<file path="src/hw/rtl/mchf_pkg.sv">
// Package for the modifier combo hotkey filter.
// Holds the word types, state and register structs and event codes.
// No dependencies.
package mchf_pkg;

    // Event classes on the input and output words
    localparam logic [4:0] TYPE_SYNC   = 5'd0;
    localparam logic [4:0] TYPE_KEY    = 5'd1;
    localparam logic [4:0] TYPE_REPEAT = 5'd20;

    // Result kinds
    localparam logic [1:0] KIND_EVENT         = 2'd0;
    localparam logic [1:0] KIND_COMBO_PRESS   = 2'd1;
    localparam logic [1:0] KIND_COMBO_RELEASE = 2'd2;

    // Configuration register indexes
    localparam logic [1:0] CFG_LEFT_MOD  = 2'd0;
    localparam logic [1:0] CFG_RIGHT_MOD = 2'd1;
    localparam logic [1:0] CFG_TRIGGER   = 2'd2;

    // Register reset values
    localparam logic [9:0] LEFT_MOD_RESET  = 10'd125;
    localparam logic [9:0] RIGHT_MOD_RESET = 10'd126;
    localparam logic [9:0] TRIGGER_RESET   = 10'd47;

    // Most result words one input word can cause
    localparam int MAX_RESULTS = 5;
    localparam int CNT_W       = $clog2(MAX_RESULTS + 1);

    typedef struct packed {
        logic [4:0]         event_type;
        logic [9:0]         key_code;
        logic signed [31:0] key_value;
    } in_item_t;

    typedef struct packed {
        logic [1:0]         result_kind;
        logic [4:0]         out_type;
        logic [9:0]         out_code;
        logic signed [31:0] out_value;
        logic               last;
    } out_item_t;

    typedef struct packed {
        logic [9:0] left_modifier_code;
        logic [9:0] right_modifier_code;
        logic [9:0] trigger_code;
    } mchf_cfg_t;

    typedef struct packed {
        logic left_mod_down;
        logic right_mod_down;
        logic left_mod_sent;
        logic right_mod_sent;
        logic left_mod_swallowed;
        logic right_mod_swallowed;
        logic trigger_held;
        logic combo_active;
    } mchf_state_t;

endpackage

</file>
<file path="src/hw/rtl/modifier_combo_hotkey_filter.sv">
// Top level of the modifier combo hotkey filter: registers, result queue, output stage.
// Depends on mchf_pkg and mchf_core.
//
//   channel  direction  handshake              payload
//   in       input      in_valid / in_ready    in_data   (in_item_t)
//   out      output     out_valid / out_ready  out_data  (out_item_t)
//   cfg      input      cfg_valid / cfg_ready  cfg_index (2 bits), cfg_data (10 bits)
//
// An event is decoded in the cycle it is accepted; its 0 to 5 result words are loaded
// into a five-entry shift queue and drain one word per cycle through the output register
// while out_ready does not stall it. A new event is taken once the queue is empty or its
// last word moves out that cycle. cfg_ready is always high. Reset clears the filter state,
// queue and output valid, and loads the default key codes. A stalled out_ready holds the
// output word.
module modifier_combo_hotkey_filter
    import mchf_pkg::*;
(
    input  logic       clk,
    input  logic       rst_n,
    input  logic       in_valid,
    output logic       in_ready,
    input  in_item_t   in_data,
    output logic       out_valid,
    input  logic       out_ready,
    output out_item_t  out_data,
    input  logic       cfg_valid,
    output logic       cfg_ready,
    input  logic [1:0] cfg_index,
    input  logic [9:0] cfg_data
);

    mchf_cfg_t        cfg_reg;
    mchf_state_t      state_reg;
    mchf_state_t      state_next;
    out_item_t        core_res [MAX_RESULTS];
    logic [CNT_W-1:0] core_cnt;
    out_item_t        buf_reg  [MAX_RESULTS];
    logic [CNT_W-1:0] buf_cnt_reg;
    out_item_t        out_data_reg;
    logic             out_valid_reg;
    logic             move;
    logic             accept;

    mchf_core u_core (
        .item       (in_data),
        .cfg        (cfg_reg),
        .state_cur  (state_reg),
        .state_next (state_next),
        .results    (core_res),
        .result_cnt (core_cnt)
    );

    // Handshake decisions
    assign move      = (buf_cnt_reg != '0) && (!out_valid_reg || out_ready);
    assign in_ready  = (buf_cnt_reg == '0) || ((buf_cnt_reg == CNT_W'(1)) && move);
    assign accept    = in_valid && in_ready;
    assign cfg_ready = 1'b1;
    assign out_valid = out_valid_reg;
    assign out_data  = out_data_reg;

    // Write configuration registers; ignore unused indexes
    always_ff @(posedge clk or negedge rst_n)
    begin
        if (!rst_n)
        begin
            cfg_reg.left_modifier_code  <= LEFT_MOD_RESET;
            cfg_reg.right_modifier_code <= RIGHT_MOD_RESET;
            cfg_reg.trigger_code        <= TRIGGER_RESET;
        end
        else if (cfg_valid)
        begin
            case (cfg_index)
                CFG_LEFT_MOD:  cfg_reg.left_modifier_code  <= cfg_data;
                CFG_RIGHT_MOD: cfg_reg.right_modifier_code <= cfg_data;
                CFG_TRIGGER:   cfg_reg.trigger_code        <= cfg_data;
                default:       ;
            endcase
        end
    end

    // Advance filter state on each accepted event
    always_ff @(posedge clk or negedge rst_n)
    begin
        if (!rst_n)
        begin
            state_reg <= '0;
        end
        else if (accept)
        begin
            state_reg <= state_next;
        end
    end

    // Load or shift the result queue
    always_ff @(posedge clk or negedge rst_n)
    begin
        if (!rst_n)
        begin
            buf_cnt_reg <= '0;
        end
        else if (accept)
        begin
            buf_cnt_reg <= core_cnt;
        end
        else if (move)
        begin
            buf_cnt_reg <= buf_cnt_reg - 1'b1;
        end
    end

    always_ff @(posedge clk)
    begin
        if (accept)
        begin
            buf_reg <= core_res;
        end
        else if (move)
        begin
            for (int i = 0; i < MAX_RESULTS - 1; i++)
            begin
                buf_reg[i] <= buf_reg[i + 1];
            end
        end
    end

    // Output register: take the queue head, hold while stalled
    always_ff @(posedge clk or negedge rst_n)
    begin
        if (!rst_n)
        begin
            out_valid_reg <= 1'b0;
        end
        else if (move)
        begin
            out_valid_reg <= 1'b1;
        end
        else if (out_ready)
        begin
            out_valid_reg <= 1'b0;
        end
    end

    always_ff @(posedge clk)
    begin
        if (move)
        begin
            out_data_reg <= buf_reg[0];
        end
    end

    // Queue never holds more than MAX_RESULTS words, one event's worth
    assert property (@(posedge clk) disable iff (!rst_n)
        buf_cnt_reg <= CNT_W'(MAX_RESULTS))
        else $error("result queue count out of range");

    // Events are only taken when the queue is empty or drains this cycle
    assert property (@(posedge clk) disable iff (!rst_n)
        accept |-> (buf_cnt_reg == '0) || (buf_cnt_reg == CNT_W'(1) && move))
        else $error("event accepted over pending results");

    // An event with no results leaves the queue empty
    assert property (@(posedge clk) disable iff (!rst_n)
        (accept && core_cnt == '0) |=> (buf_cnt_reg == '0))
        else $error("dropped event left words in queue");

    // The last word in the queue closes its event
    assert property (@(posedge clk) disable iff (!rst_n)
        (buf_cnt_reg == CNT_W'(1)) |-> buf_reg[0].last)
        else $error("final queued word not marked last");

    // A combo press word is never followed by another press without release
    assert property (@(posedge clk) disable iff (!rst_n)
        (accept && state_reg.combo_active) |-> !(core_res[0].result_kind == KIND_COMBO_PRESS
            && core_cnt != '0))
        else $error("combo press while combo active");

endmodule

</file>
<file path="src/hw/rtl/mchf_core.sv">
// Combinational event decode for the modifier combo hotkey filter.
// Produces the packed list of result words and the next filter state.
// Depends on mchf_pkg.
module mchf_core
    import mchf_pkg::*;
(
    input  in_item_t    item,
    input  mchf_cfg_t   cfg,
    input  mchf_state_t state_cur,
    output mchf_state_t state_next,
    output out_item_t   results [MAX_RESULTS],
    output logic [CNT_W-1:0] result_cnt
);

    function automatic out_item_t mk(input logic [1:0] kind, input logic [4:0] typ,
                                     input logic [9:0] code, input logic signed [31:0] val);
        out_item_t r;
        r.result_kind = kind;
        r.out_type    = typ;
        r.out_code    = code;
        r.out_value   = val;
        r.last        = 1'b0;
        return r;
    endfunction

    localparam logic signed [31:0] VAL_RELEASE = 32'sd0;
    localparam logic signed [31:0] VAL_PRESS   = 32'sd1;

    always_comb
    begin
        logic [CNT_W-1:0] n;
        mchf_state_t      st;
        logic             down;
        logic             press;
        logic             hit_l;
        logic             hit_r;
        logic             hit_t;
        logic             is_mod;
        logic             any_mod;
        logic             was_active;
        logic             pass;

        n          = '0;
        st         = state_cur;
        pass       = 1'b1;
        down       = (item.key_value != VAL_RELEASE);
        press      = (item.key_value == VAL_PRESS);
        hit_l      = (item.key_code == cfg.left_modifier_code);
        hit_r      = (item.key_code == cfg.right_modifier_code);
        hit_t      = (item.key_code == cfg.trigger_code);
        is_mod     = hit_l || hit_r;
        was_active = state_cur.combo_active;
        any_mod    = 1'b0;
        for (int i = 0; i < MAX_RESULTS; i++)
        begin
            results[i] = mk(KIND_EVENT, TYPE_SYNC, 10'd0, VAL_RELEASE);
        end

        if (item.event_type == TYPE_KEY)
        begin
            // Track held keys
            if (hit_l) st.left_mod_down  = down;
            if (hit_r) st.right_mod_down = down;
            if (hit_t) st.trigger_held   = down;
            any_mod = st.left_mod_down || st.right_mod_down;

            if (!was_active && hit_t && press && any_mod)
            begin
                // Combo start: retract sent modifiers, swallow held ones
                st.combo_active = 1'b1;
                pass = 1'b0;
                if (st.left_mod_sent)
                begin
                    results[n] = mk(KIND_EVENT, TYPE_KEY, cfg.left_modifier_code, VAL_RELEASE);
                    n = n + 1'b1;
                    results[n] = mk(KIND_EVENT, TYPE_SYNC, 10'd0, VAL_RELEASE);
                    n = n + 1'b1;
                    st.left_mod_sent = 1'b0;
                end
                if (st.right_mod_sent)
                begin
                    results[n] = mk(KIND_EVENT, TYPE_KEY, cfg.right_modifier_code,
                                    VAL_RELEASE);
                    n = n + 1'b1;
                    results[n] = mk(KIND_EVENT, TYPE_SYNC, 10'd0, VAL_RELEASE);
                    n = n + 1'b1;
                    st.right_mod_sent = 1'b0;
                end
                st.left_mod_swallowed  = st.left_mod_down;
                st.right_mod_swallowed = st.right_mod_down;
                results[n] = mk(KIND_COMBO_PRESS, TYPE_SYNC, 10'd0, VAL_RELEASE);
                n = n + 1'b1;
            end
            else if (was_active && (hit_t || is_mod))
            begin
                // Consume combo keys while the combo is live
                pass = 1'b0;
            end
            else if (!was_active && is_mod)
            begin
                // Hold back modifier; replay it on a lone release
                pass = 1'b0;
                if (item.key_value == VAL_RELEASE)
                begin
                    if (hit_l ? st.left_mod_swallowed : st.right_mod_swallowed)
                    begin
                        if (hit_l) st.left_mod_swallowed  = 1'b0;
                        else       st.right_mod_swallowed = 1'b0;
                    end
                    else if (hit_l ? st.left_mod_sent : st.right_mod_sent)
                    begin
                        results[n] = mk(KIND_EVENT, TYPE_KEY, item.key_code, VAL_RELEASE);
                        n = n + 1'b1;
                        results[n] = mk(KIND_EVENT, TYPE_SYNC, 10'd0, VAL_RELEASE);
                        n = n + 1'b1;
                        if (hit_l) st.left_mod_sent  = 1'b0;
                        else       st.right_mod_sent = 1'b0;
                    end
                    else
                    begin
                        results[n] = mk(KIND_EVENT, TYPE_KEY, item.key_code, VAL_PRESS);
                        n = n + 1'b1;
                        results[n] = mk(KIND_EVENT, TYPE_SYNC, 10'd0, VAL_RELEASE);
                        n = n + 1'b1;
                        results[n] = mk(KIND_EVENT, TYPE_KEY, item.key_code, VAL_RELEASE);
                        n = n + 1'b1;
                        results[n] = mk(KIND_EVENT, TYPE_SYNC, 10'd0, VAL_RELEASE);
                        n = n + 1'b1;
                    end
                end
            end
            else if (!was_active && down)
            begin
                // Another key went down: replay held modifiers first
                if (st.left_mod_down && !st.left_mod_sent)
                begin
                    results[n] = mk(KIND_EVENT, TYPE_KEY, cfg.left_modifier_code, VAL_PRESS);
                    n = n + 1'b1;
                    results[n] = mk(KIND_EVENT, TYPE_SYNC, 10'd0, VAL_RELEASE);
                    n = n + 1'b1;
                    st.left_mod_sent = 1'b1;
                end
                if (st.right_mod_down && !st.right_mod_sent)
                begin
                    results[n] = mk(KIND_EVENT, TYPE_KEY, cfg.right_modifier_code, VAL_PRESS);
                    n = n + 1'b1;
                    results[n] = mk(KIND_EVENT, TYPE_SYNC, 10'd0, VAL_RELEASE);
                    n = n + 1'b1;
                    st.right_mod_sent = 1'b1;
                end
            end

            // End the combo once either side lets go
            if (was_active && (!any_mod || !st.trigger_held))
            begin
                st.combo_active = 1'b0;
                results[n] = mk(KIND_COMBO_RELEASE, TYPE_SYNC, 10'd0, VAL_RELEASE);
                n = n + 1'b1;
            end
        end
        else if (item.event_type != TYPE_SYNC && item.event_type != TYPE_REPEAT)
        begin
            // Drop other event classes
            pass = 1'b0;
        end

        if (pass)
        begin
            results[n] = mk(KIND_EVENT, item.event_type, item.key_code, item.key_value);
            n = n + 1'b1;
        end

        // Mark the final word of this event
        if (n != '0)
        begin
            results[n - 1'b1].last = 1'b1;
        end

        state_next = st;
        result_cnt = n;
    end

endmodule
</file>
<file path="config.mk">
export PLATFORM = sky130hd
export DESIGN_NAME = modifier_combo_hotkey_filter
export DESIGN_NICKNAME = d
export VERILOG_FILES = /design/src/hw/rtl/mchf_pkg.sv /design/src/hw/rtl/modifier_combo_hotkey_filter.sv /design/src/hw/rtl/mchf_core.sv
export SDC_FILE = /design/constraint.sdc
export NUM_CORES = 1
export LEC_CHECK = 0
export BUFFER_PORTS_ARGS = -buffer_cell sky130_fd_sc_hd__buf_4
export CAP_MARGIN = 30
export CORE_MARGIN = 2
export CORE_UTILIZATION = 53
export CTS_CLUSTER_DIAMETER = 100
export DETAILED_ROUTE_END_ITERATION = 12
export GPL_TIMING_DRIVEN = 0
export HOLD_SLACK_MARGIN = 0.05
export MAX_ROUTING_LAYER = met4
export PLACE_DENSITY = 0.74
export SKIP_CTS_REPAIR_TIMING = 1
export SKIP_LAST_GASP = 1
export SLEW_MARGIN = 30
export SYNTH_ARGS = -nofsm -noshare
export SYNTH_HDL_FRONTEND = slang
export SYNTH_HIERARCHICAL = 1
export SYNTH_SLANG_ARGS = --single-unit
export TNS_END_PERCENT = 30
</file>
<file path="constraint.sdc">
create_clock -name clk -period 6.2 [get_ports clk]
set_input_delay 0.93 -clock clk [delete_from_list [all_inputs] [get_ports clk]]
set_output_delay 0.93 -clock clk [all_outputs]
set_load 0.05 [all_outputs]
</file>
# --- Yosys cells after proc, flatten, opt, wreduce, memory -nomap -nowiden ---
# Index checks and enable logic that the tools add are counted.
totals:
  regBits: 342
  in_bits: 64
  output_inout_bits: 53
classes:
  add_sub_neg: 9
  order_cmp: 16
  n_eq_ne: 16
  mux: 105
  n_bitwise: 18
  reduce_logical: 59
op_table:
  columns: ["operator", "n"]
  rows:
  - ["two-way mux 250 bit", 12]
  - ["demux 50 bit (select 3 bit)", 8]
  - ["bitwise mux 250 bit", 4]
  - ["two-way mux 200 bit", 4]
  - ["two-way mux 100 bit", 7]
  - ["bitwise AND 250 bit", 2]
  - ["inverter 250 bit", 2]
  - ["bitwise AND 245 bit", 2]
  - ["inverter 245 bit", 2]
  - ["two-way mux 50 bit", 8]
  - ["two-way mux 94 bit", 3]
  - ["two-way mux 194 bit", 1]
  - ["two-way mux 3 bit", 24]
  - ["two-way mux 52 bit", 1]
  - ["equality test 32 x 2 -> 1 bit (second input constant)", 1]
  - [">= comparator 4 bit (second input constant)", 8]
  - ["zero test 32 bit", 1]
  - ["less-than comparator 4 x 1 -> 1 bit (second input constant)", 8]
  - ["inverter 3 -> 4 bit", 8]
  - ["nonzero test 32 bit", 1]
  - ["equality test 10 bit", 3]
  - ["two-way mux 1 bit", 22]
  - ["adder 3 x 1 -> 3 bit (second input constant)", 7]
  - ["logical AND 1 bit", 21]
  - ["other kinds (25)", 63]

# --- Logic depth before layout (Yosys ltp) ---
# Gate-level depths: netlist of run 1.
logic_depth:
  ltp_word: 32
  mapped_depth: 20
  mapped_depth_nobuf: 18

# --- Hierarchy ---
# The synthesis of run 1 kept the hierarchy.
modules_own_cells:
  columns: ["mod", "n_inst", "cells_each", "area_per_inst_um2", "seq_area_each_um2"]
  rows:
  - ["modifier_combo_hotkey_filter", 1, 634, 13267.7, 10080.9]
  - ["mchf_core", 1, 550, 3642.2, 0.0]

# --- Worst setup path before layout of run 1 ---
# Ideal clock, no wire load.
synth_path:
  path_type: "input-to-reg"
  start: "in out_ready"
  end: "reg buf_reg[100] (netlist bit) (enable)"
  setup_time_ps: 1591
  t_arrival_ps: 5088
  t_required_ps: 4609
  slack_ps: -480
  cell_stages: 6
  cell_sequence: "nand2b_1 a21bo_4 nand2_4 buf_8 buf_6 nand2_1"
synth_via:
  elab_chain_cells: 6
synth_rtl:
  columns: ["item", "line_no", "text"]
  rows:
  - ["start: declaration", "modifier_combo_hotkey_filter.sv:24", "input logic out_ready,"]
  - ["logical OR 1 bit", "modifier_combo_hotkey_filter.sv:54", "assign move = (buf_cnt_reg != '0) && (!out_valid_reg || out_ready);"]
  - ["logical AND 1 bit", "modifier_combo_hotkey_filter.sv:54", null]
  - ["logical AND 1 bit", "modifier_combo_hotkey_filter.sv:55", "assign in_ready = (buf_cnt_reg == '0) || ((buf_cnt_reg == CNT_W'(1)) && move);"]
  - ["logical OR 1 bit", "modifier_combo_hotkey_filter.sv:55", null]
  - ["via in_ready", "modifier_combo_hotkey_filter.sv:21", "output logic in_ready,"]
  - ["logical AND 1 bit", "modifier_combo_hotkey_filter.sv:56", "assign accept = in_valid && in_ready;"]
  - ["nonzero test 2 bit (no line)", null, null]
  - ["end signal: assignment", "modifier_combo_hotkey_filter.sv:115", "buf_reg <= core_res;"]
  - ["end signal: indexed assignment", "modifier_combo_hotkey_filter.sv:121", "buf_reg[i] <= buf_reg[i + 1];"]
  - ["end: declaration", "modifier_combo_hotkey_filter.sv:37", "out_item_t buf_reg [MAX_RESULTS];"]
# The timed path passes the listed nets, and every way through them passes these cells.
# A chain may end at the register's enable or synchronous reset.

==> results of run 1 <==
-- metrics by stage --
step / setup TNS, ps / util (%) / area [sq um] / setup WS [ps]
2_1_floorplan: 0 / - / 17200 / 1370
3_3_place_gp: -100 / 58.6 / 18500 / -53.5
3_5_place_dp: -28.4 / 58.9 / 18500 / -22.4
4_1_cts: 0 / 62.8 / 19800 / 501
5_1_grt: 0 / 62.8 / 19800 / 151
6_report: 0 / 62.8 / 19800 / 375
-- logic make-up after synthesis --
group / after synthesis
AOI/OAI and AO/OA: 98
DFF: 342
and+or+nand+nor: 293
adders and majority gates: 10
buffers and inverters: 154
other: 2
xor gates and xnor gates: 33
muxes: 252
-- metal layers --
layer,vias up,global-route usage (%)
met4,0,7.77
met5,-,-
met3,77,3.47
li1,4739,-
met2,346,38.5
met1,5262,34.5
-- power by group through the flow --
stage                     Combinational, mW  Sequential, mW  Clock, mW
final                                  2.88            4.34       2.21
after global placement                 2.76            4.49          0
after CTS                              2.92            4.35       2.25
after global routing                   3.07            4.43       2.35
after floorplan                        1.43            4.99          0
after detailed placement               2.90            4.39          0
-- cell usage in the layout (no fill, tap or decap), drive strengths merged, types with 6 or more instances in the layout --
| master | synthesis | final |
|---|---|---|
| mux2i | 8 | 8 |
| ha | 10 | 10 |
| nand3 | 14 | 14 |
| conb | 2 | 68 |
| dfstp | 17 | 17 |
| and2 | 71 | 71 |
| o22a | 10 | 10 |
| dfrtp | 25 | 25 |
| and3 | 108 | 108 |
| a31oi | 6 | 6 |
| clkinv | 0 | 21 |
| xnor2 | 20 | 20 |
| nor2 | 17 | 17 |
| inv | 11 | 12 |
| edfxtp | 300 | 300 |
| buf | 108 | 216 |
| mux2 | 244 | 244 |
| clkbuf | 35 | 81 |
| o21ai | 12 | 12 |
| o2bb2ai | 10 | 10 |
| xor2 | 13 | 13 |
| a21oi | 29 | 29 |
| a22o | 12 | 12 |
| nor4 | 12 | 12 |
| nand2 | 29 | 29 |
| nor3 | 7 | 7 |
| nand4 | 10 | 10 |
-- final cells by class --
type,instances,area (sq um)
tap,402,503
inverter,11,46.3
clock buffer,46,1040
timing repair buffer,108,863
multi-input combinational,754,6060
clock inverter,24,191
sequential,342,10100
buffer,143,985
fill,2362,11700
antenna,1,2.50
-- critical path: stages --
cell and delay [ps]:
buf_4 130, nor4_1 640, and4_1 390, nand3_1 300
mux2i_2 590, nor2_1 120, inv_1 90, clkbuf_1 320
ha_1 320, nand4_1 70, o41a_1 230, a211oi_4 130
nor4b_4 730, clkbuf_1 760, and2_1 220, mux2_1 200
-- how the worst max path moves through the flow --
stage | depth (start not counted) | start | endpoint
2_1_floorplan | 20 | in_data[40] | buf_reg[150]$_DFFE_PP_
4_1_cts | 16 | in_data[27] | buf_reg[215]$_DFFE_PP_
3_5_place_dp | 16 | in_data[27] | buf_reg[215]$_DFFE_PP_
6_report | 16 | in_data[10] | buf_reg[215]$_DFFE_PP_
3_3_place_gp | 16 | in_data[27] | buf_reg[215]$_DFFE_PP_
5_1_grt | 16 | in_data[10] | buf_reg[237]$_DFFE_PP_
==> results.cfg, run 1 <==
[run_status]
run_status = complete, no violations

[yosys]
yosys.area_share.simple_pct = 10.7
post-synth-top-count-cell = edfxtp_1
seq_area_frac_synth_pct = 59.6
async_flop_share_pct = 12.3
synth_area_per_cell_sq_um = 14.3
synth.largest_area_cell = edfxtp_1
yosys_most_used_dff = edfxtp_1
ys_warn_count = 6
ys_ff_latch = 342
synthCells = 1184
synth_top_area_share_pct = 53.3
synth_mux_area_share_pct = 16.9
synth_xor_area_share_pct = 1.75
synth-compound-area-share_pct = 4.19
netlist_top_cells_area = edfxtp_1 53%, mux2_1 14%, and3_1 4.0%, dfrtp_1 3.7%, buf_4 3.2%
ys_top_cells_by_count = 300 x edfxtp_1, 203 x mux2_1, 108 x and3_1
synth_edf_count = 300
synth_top_family_by_area = multiplexers
syn_area_sq_um = 16900
synth_cell_types = 65
synth_fa_ha_area_share_pct = 0.740

[worst_setup_path]
setup.worst_path.start_class = primary input
r2r_cells = 16
reg2reg_to = buf_reg[200]$_DFFE_PP_
r2r_slack_ps = 800
crit_required_ps = 6580
worst_r2r_startpoint = cfg_reg[3]$_DFFE_PN1P_
cp_max_fo = 10
worstSetupPathType = in2reg
worstPathArrival_ps = 6200
end_kind = flop

[floorplan]
die_x_um = 183
ios = 117
start_util_pct = 53.7
coreArea_sq_um = 31500
dieArea_sq_um = 33400
rows = 65
die_h_um = 183

[timing]
period_needed_ps = 5820
holdWs_ps = 401
fin_skew_ps = 21.8
rsz0062_at_grt = false
post-route-period-util_pct = 93.9
maxSlewViolCount = 0
fmax_ghz = 0.172
hold_viol = 0
max-slew-margin-rel_pct = 29.4
tightest_slew_ps = 1060
finalSetupViolCount = 0

[routing]
viasPerCell = 5.69
top_layer_used = met4
wirelength_um = 39900
wl_met3_um = 2160
route.met2.wl_um = 18600
drtPass1Iterations = 5
vias = 10400
antenna_left = 0
m1WireLength_um = 18100
wl_per_cell_um = 21.8
drt_iter0_drc = 978
drc = 0

[place]
gp_congestion = 0.850
io_buffers = 105
dp_cells = 1760
dp_hpwl_um = 26800

[layout]
largest_reg_flops = 250
final_cells = 1831
final_nets = 1472
drive_gt1_share_pct = 24.4
syn_to_final_growth_pct = 17.0

[power_and_ir_drop]
ir_drop_uv = 352
power.total_mw = 9.44
power_leakage_nw = 8.01
internal_power_mw = 6.38
pwr-share-seq_pct = 46.0
pwr-share-clk_pct = 23.5
powerDensity_nw_per_um2 = 477
p_sw_share_pct = 32.4
combPwrFrac_pct = 30.6
switching_power_mw = 3.05

[cts]
root_buffer = clkbuf_16
cts_buffer_depth = 3
clk_pin_slew_worst_paths_ps = 60
htreeDepth = 2
numCtsBuffers = 38
cts_tree = built
cts.sinks = 342
insertion_delay_ps = 540

[run]
drv_cap = 0

[global_route]
grt_overflow = 0
grt_pass1_vias = 10200
antenna_found_initial = 1
grtUsageTotal_pct = 24.9
grt_start_max_net_pins = 85
grt_pass1_wl_um = 61000

[hold_path]
hp-class = in2async
Power figures use the tool's default switching activity.
==> inputs of run 2 (changes only) <==
PLACE_DENSITY = 0.71   (was 0.74)
clock period = 5.8 ns   (was 6.2 ns; I/O delays follow)
==> run 2 against run 1 <==
  * First-iteration DRC count is 4.1% lower
  * Hold slack worse by 54 ps
  * Non-clock buffer count is 4 higher
  * Design area hardly changed
  * Clock power is 6% higher
  * Clock skew is 5.3 ps lower
  * Critical endpoint is now buf_reg[200]$_DFFE_PP_
  * Largest cell class unchanged
  * Largest power group unchanged
==> results.cfg, run 2 (synthesis gave the netlist of run 1 again) <==
[floorplan]
die_x_um = 183
rows = 65
start_util_pct = 53.7
dieArea_sq_um = 33400
ios = 117
die_h_um = 183
coreArea_sq_um = 31500

[global_route]
grt_pass1_vias = 10500
grtUsageTotal_pct = 25.2
grt_overflow = 0
grt_use_met1_pct = 34.4
use_met2_pct = 40.2
antenna_found_initial = 0
grt_util_met3_pct = 2.83
grt_start_max_net_pins = 82
grt_pass1_wl_um = 61500
grt_most_used_layer = met2

[timing]
tightest_slew_ps = 991
maxSlewViolCount = 0
max-slew-margin-rel_pct = 33.9
finalSetupViolCount = 0
post-route-period-util_pct = 96.3
fmax_ghz = 0.179
holdWs_ps = 347
period_needed_ps = 5590
hold_viol = 0
fin_skew_ps = 16.5
rsz0062_at_grt = false

[layout]
drive_gt1_share_pct = 24.9
syn_to_final_growth_pct = 17.0
final_cells = 1831
stdcell_area_sq_um = 19800
final_nets = 1475
multi_input_area_sq_um = 6060
most-common-layout-cells = 300 x edfxtp_1, 203 x mux2_1, 180 x buf_4, 108 x and3_1, 71 x and2_1
largest_reg_flops = 250
final_common_cell = edfxtp_1
fillers = 2407
diodes = 0
regArea_sq_um = 10100

[place]
gp_congestion = 0.882
post_dp_cell_area_sq_um = 18500
dp_cells = 1760
dp_hpwl_um = 27200
io_buffers = 105

[power_and_ir_drop]
internal_power_mw = 6.83
power_leakage_nw = 8.02
combPwrFrac_pct = 30.5
pwr-share-clk_pct = 23.4
switching_power_mw = 3.24
pwr-share-seq_pct = 46.2
ir_drop_uv = 324
p_sw_share_pct = 32.2
powerDensity_nw_per_um2 = 509

[worst_setup_path]
cp_num_buf_inv = 3
crit_slowest_cell = mux2i_2
worst_r2r_startpoint = cfg_reg[16]$_DFFE_PN1P_
worstSetupPathType = in2reg
cp_common_cell = ha_1
setup.worst_path.start_class = primary input
crit_required_ps = 6070
path_cells = buf_4 > nor4_1 > and4_1 > nand3_1 > mux2i_2 > nor2_1 > inv_1 > clkbuf_1 > ha_1 > nand4_1 > o41a_1 > a211oi_4 > ha_1 > nand2_1 > and2_1 > ha_1 > nor3b_1 > nand2_1 > mux2i_1 > mux2_1
crit_family = simple AND/OR/NAND/NOR gates
worst_path_largest_cell_delay_ps = 600
worstPathArrival_ps = 5860
end_kind = flop
cp_max_fo = 10
startpoint = in_data[10]

[cts]
insertion_delay_ps = 530
root_buffer = clkbuf_16
cts_tree = built
htreeDepth = 2
clk_pin_slew_worst_paths_ps = 60
cts_buffer_depth = 3
numCtsBuffers = 37
cts.sinks = 342

[routing]
drt_iter0_drc = 938
viasPerCell = 5.65
drtPass1Iterations = 5
vias = 10300
wl_per_cell_um = 21.8
antenna_left = 0
wirelength_um = 39900
drc = 0

[run]
drv_cap = 0

[hold_path]
hp-class = in2async

[run_status]
run_status = complete, no violations
-- run 2: cell types whose count changed in the layout (fill, tap and decap cells not counted), sizes merged --
cell	change
clkinvlp	+1
inv	+1
buf	+4
diode	-1
clkinv	-6
bufinv	+1
-- run 2: worst paths after layout --
| check | depth (start not counted) | endpoint | slack, ps |
|---|---|---|---|
| max reg2reg | 16 | buf_reg[200]$_DFFE_PP_ | 520 |
| min | 1 | cfg_reg[21]$_DFFE_PN0P_ | 350 |
| min reg2reg | 0 | out_data[18]$_DFFE_PP_ | 420 |
| max | 20 | buf_reg[200]$_DFFE_PP_ | 210 |
| min in group clk | 0 | out_data[18]$_DFFE_PP_ | 420 |
| max in group asynchronous | 1 | out_valid$_DFFE_PN0P_ | 5070 |
-- run 2: per-stage QoR --
stage / setup slack [ps] / setup TNS, ps / total power, mW / utilization [%]
floorplan: 1030 / 0 / 6.86 / -
global placement: -289 / -60540 / 7.75 / 58.6
detailed placement: -239 / -4510 / 7.80 / 58.9
CTS: 285 / 0 / 10.2 / 62.8
global route: 17.9 / 0 / 10.5 / 62.9
finish: 214 / 0 / 10.1 / 62.9
-- run 2: area by class of cell --
type / instances / share of cell area, %
timing repair buffer: 112 / 4.52
tap: 402 / 2.54
clock inverter: 21 / 0.942
multi-input combinational: 754 / 30.7
clock buffer: 46 / 5.17
inverter: 11 / 0.234
sequential: 342 / 51.0
buffer: 143 / 4.98
-- run 2: worst register-to-register path: cells and delay by family (launching register included) --
kind | cells | cell delay [ps]
muxes | 3 | 1010
adders and majority gates | 2 | 680
and+or+nand+nor | 6 | 1270
AOI/OAI and AO/OA | 2 | 500
buffers and inverters | 2 | 850
xor gates and xnor gates | 1 | 140
DFF | 1 | 590
-- run 2: power groups by stage --
stage          logic, mW  clock network [mW]  registers (mW)
2_1_floorplan       1.53                   0            5.33
3_3_place_gp        2.95                   0            4.81
3_5_place_dp        3.09                   0            4.70
4_1_cts             3.11                2.40            4.66
5_1_grt             3.29                2.51            4.75
6_report            3.07                2.35            4.65
-- run 2: routing by layer --
layer,wire (um),part of all wire [%],vias to the layer above
met4,941,2.4,0
met5,0,0,-
met2,19100,48,332
met1,17700,44,5188
li1,-,-,4738
met3,2110,5.3,78
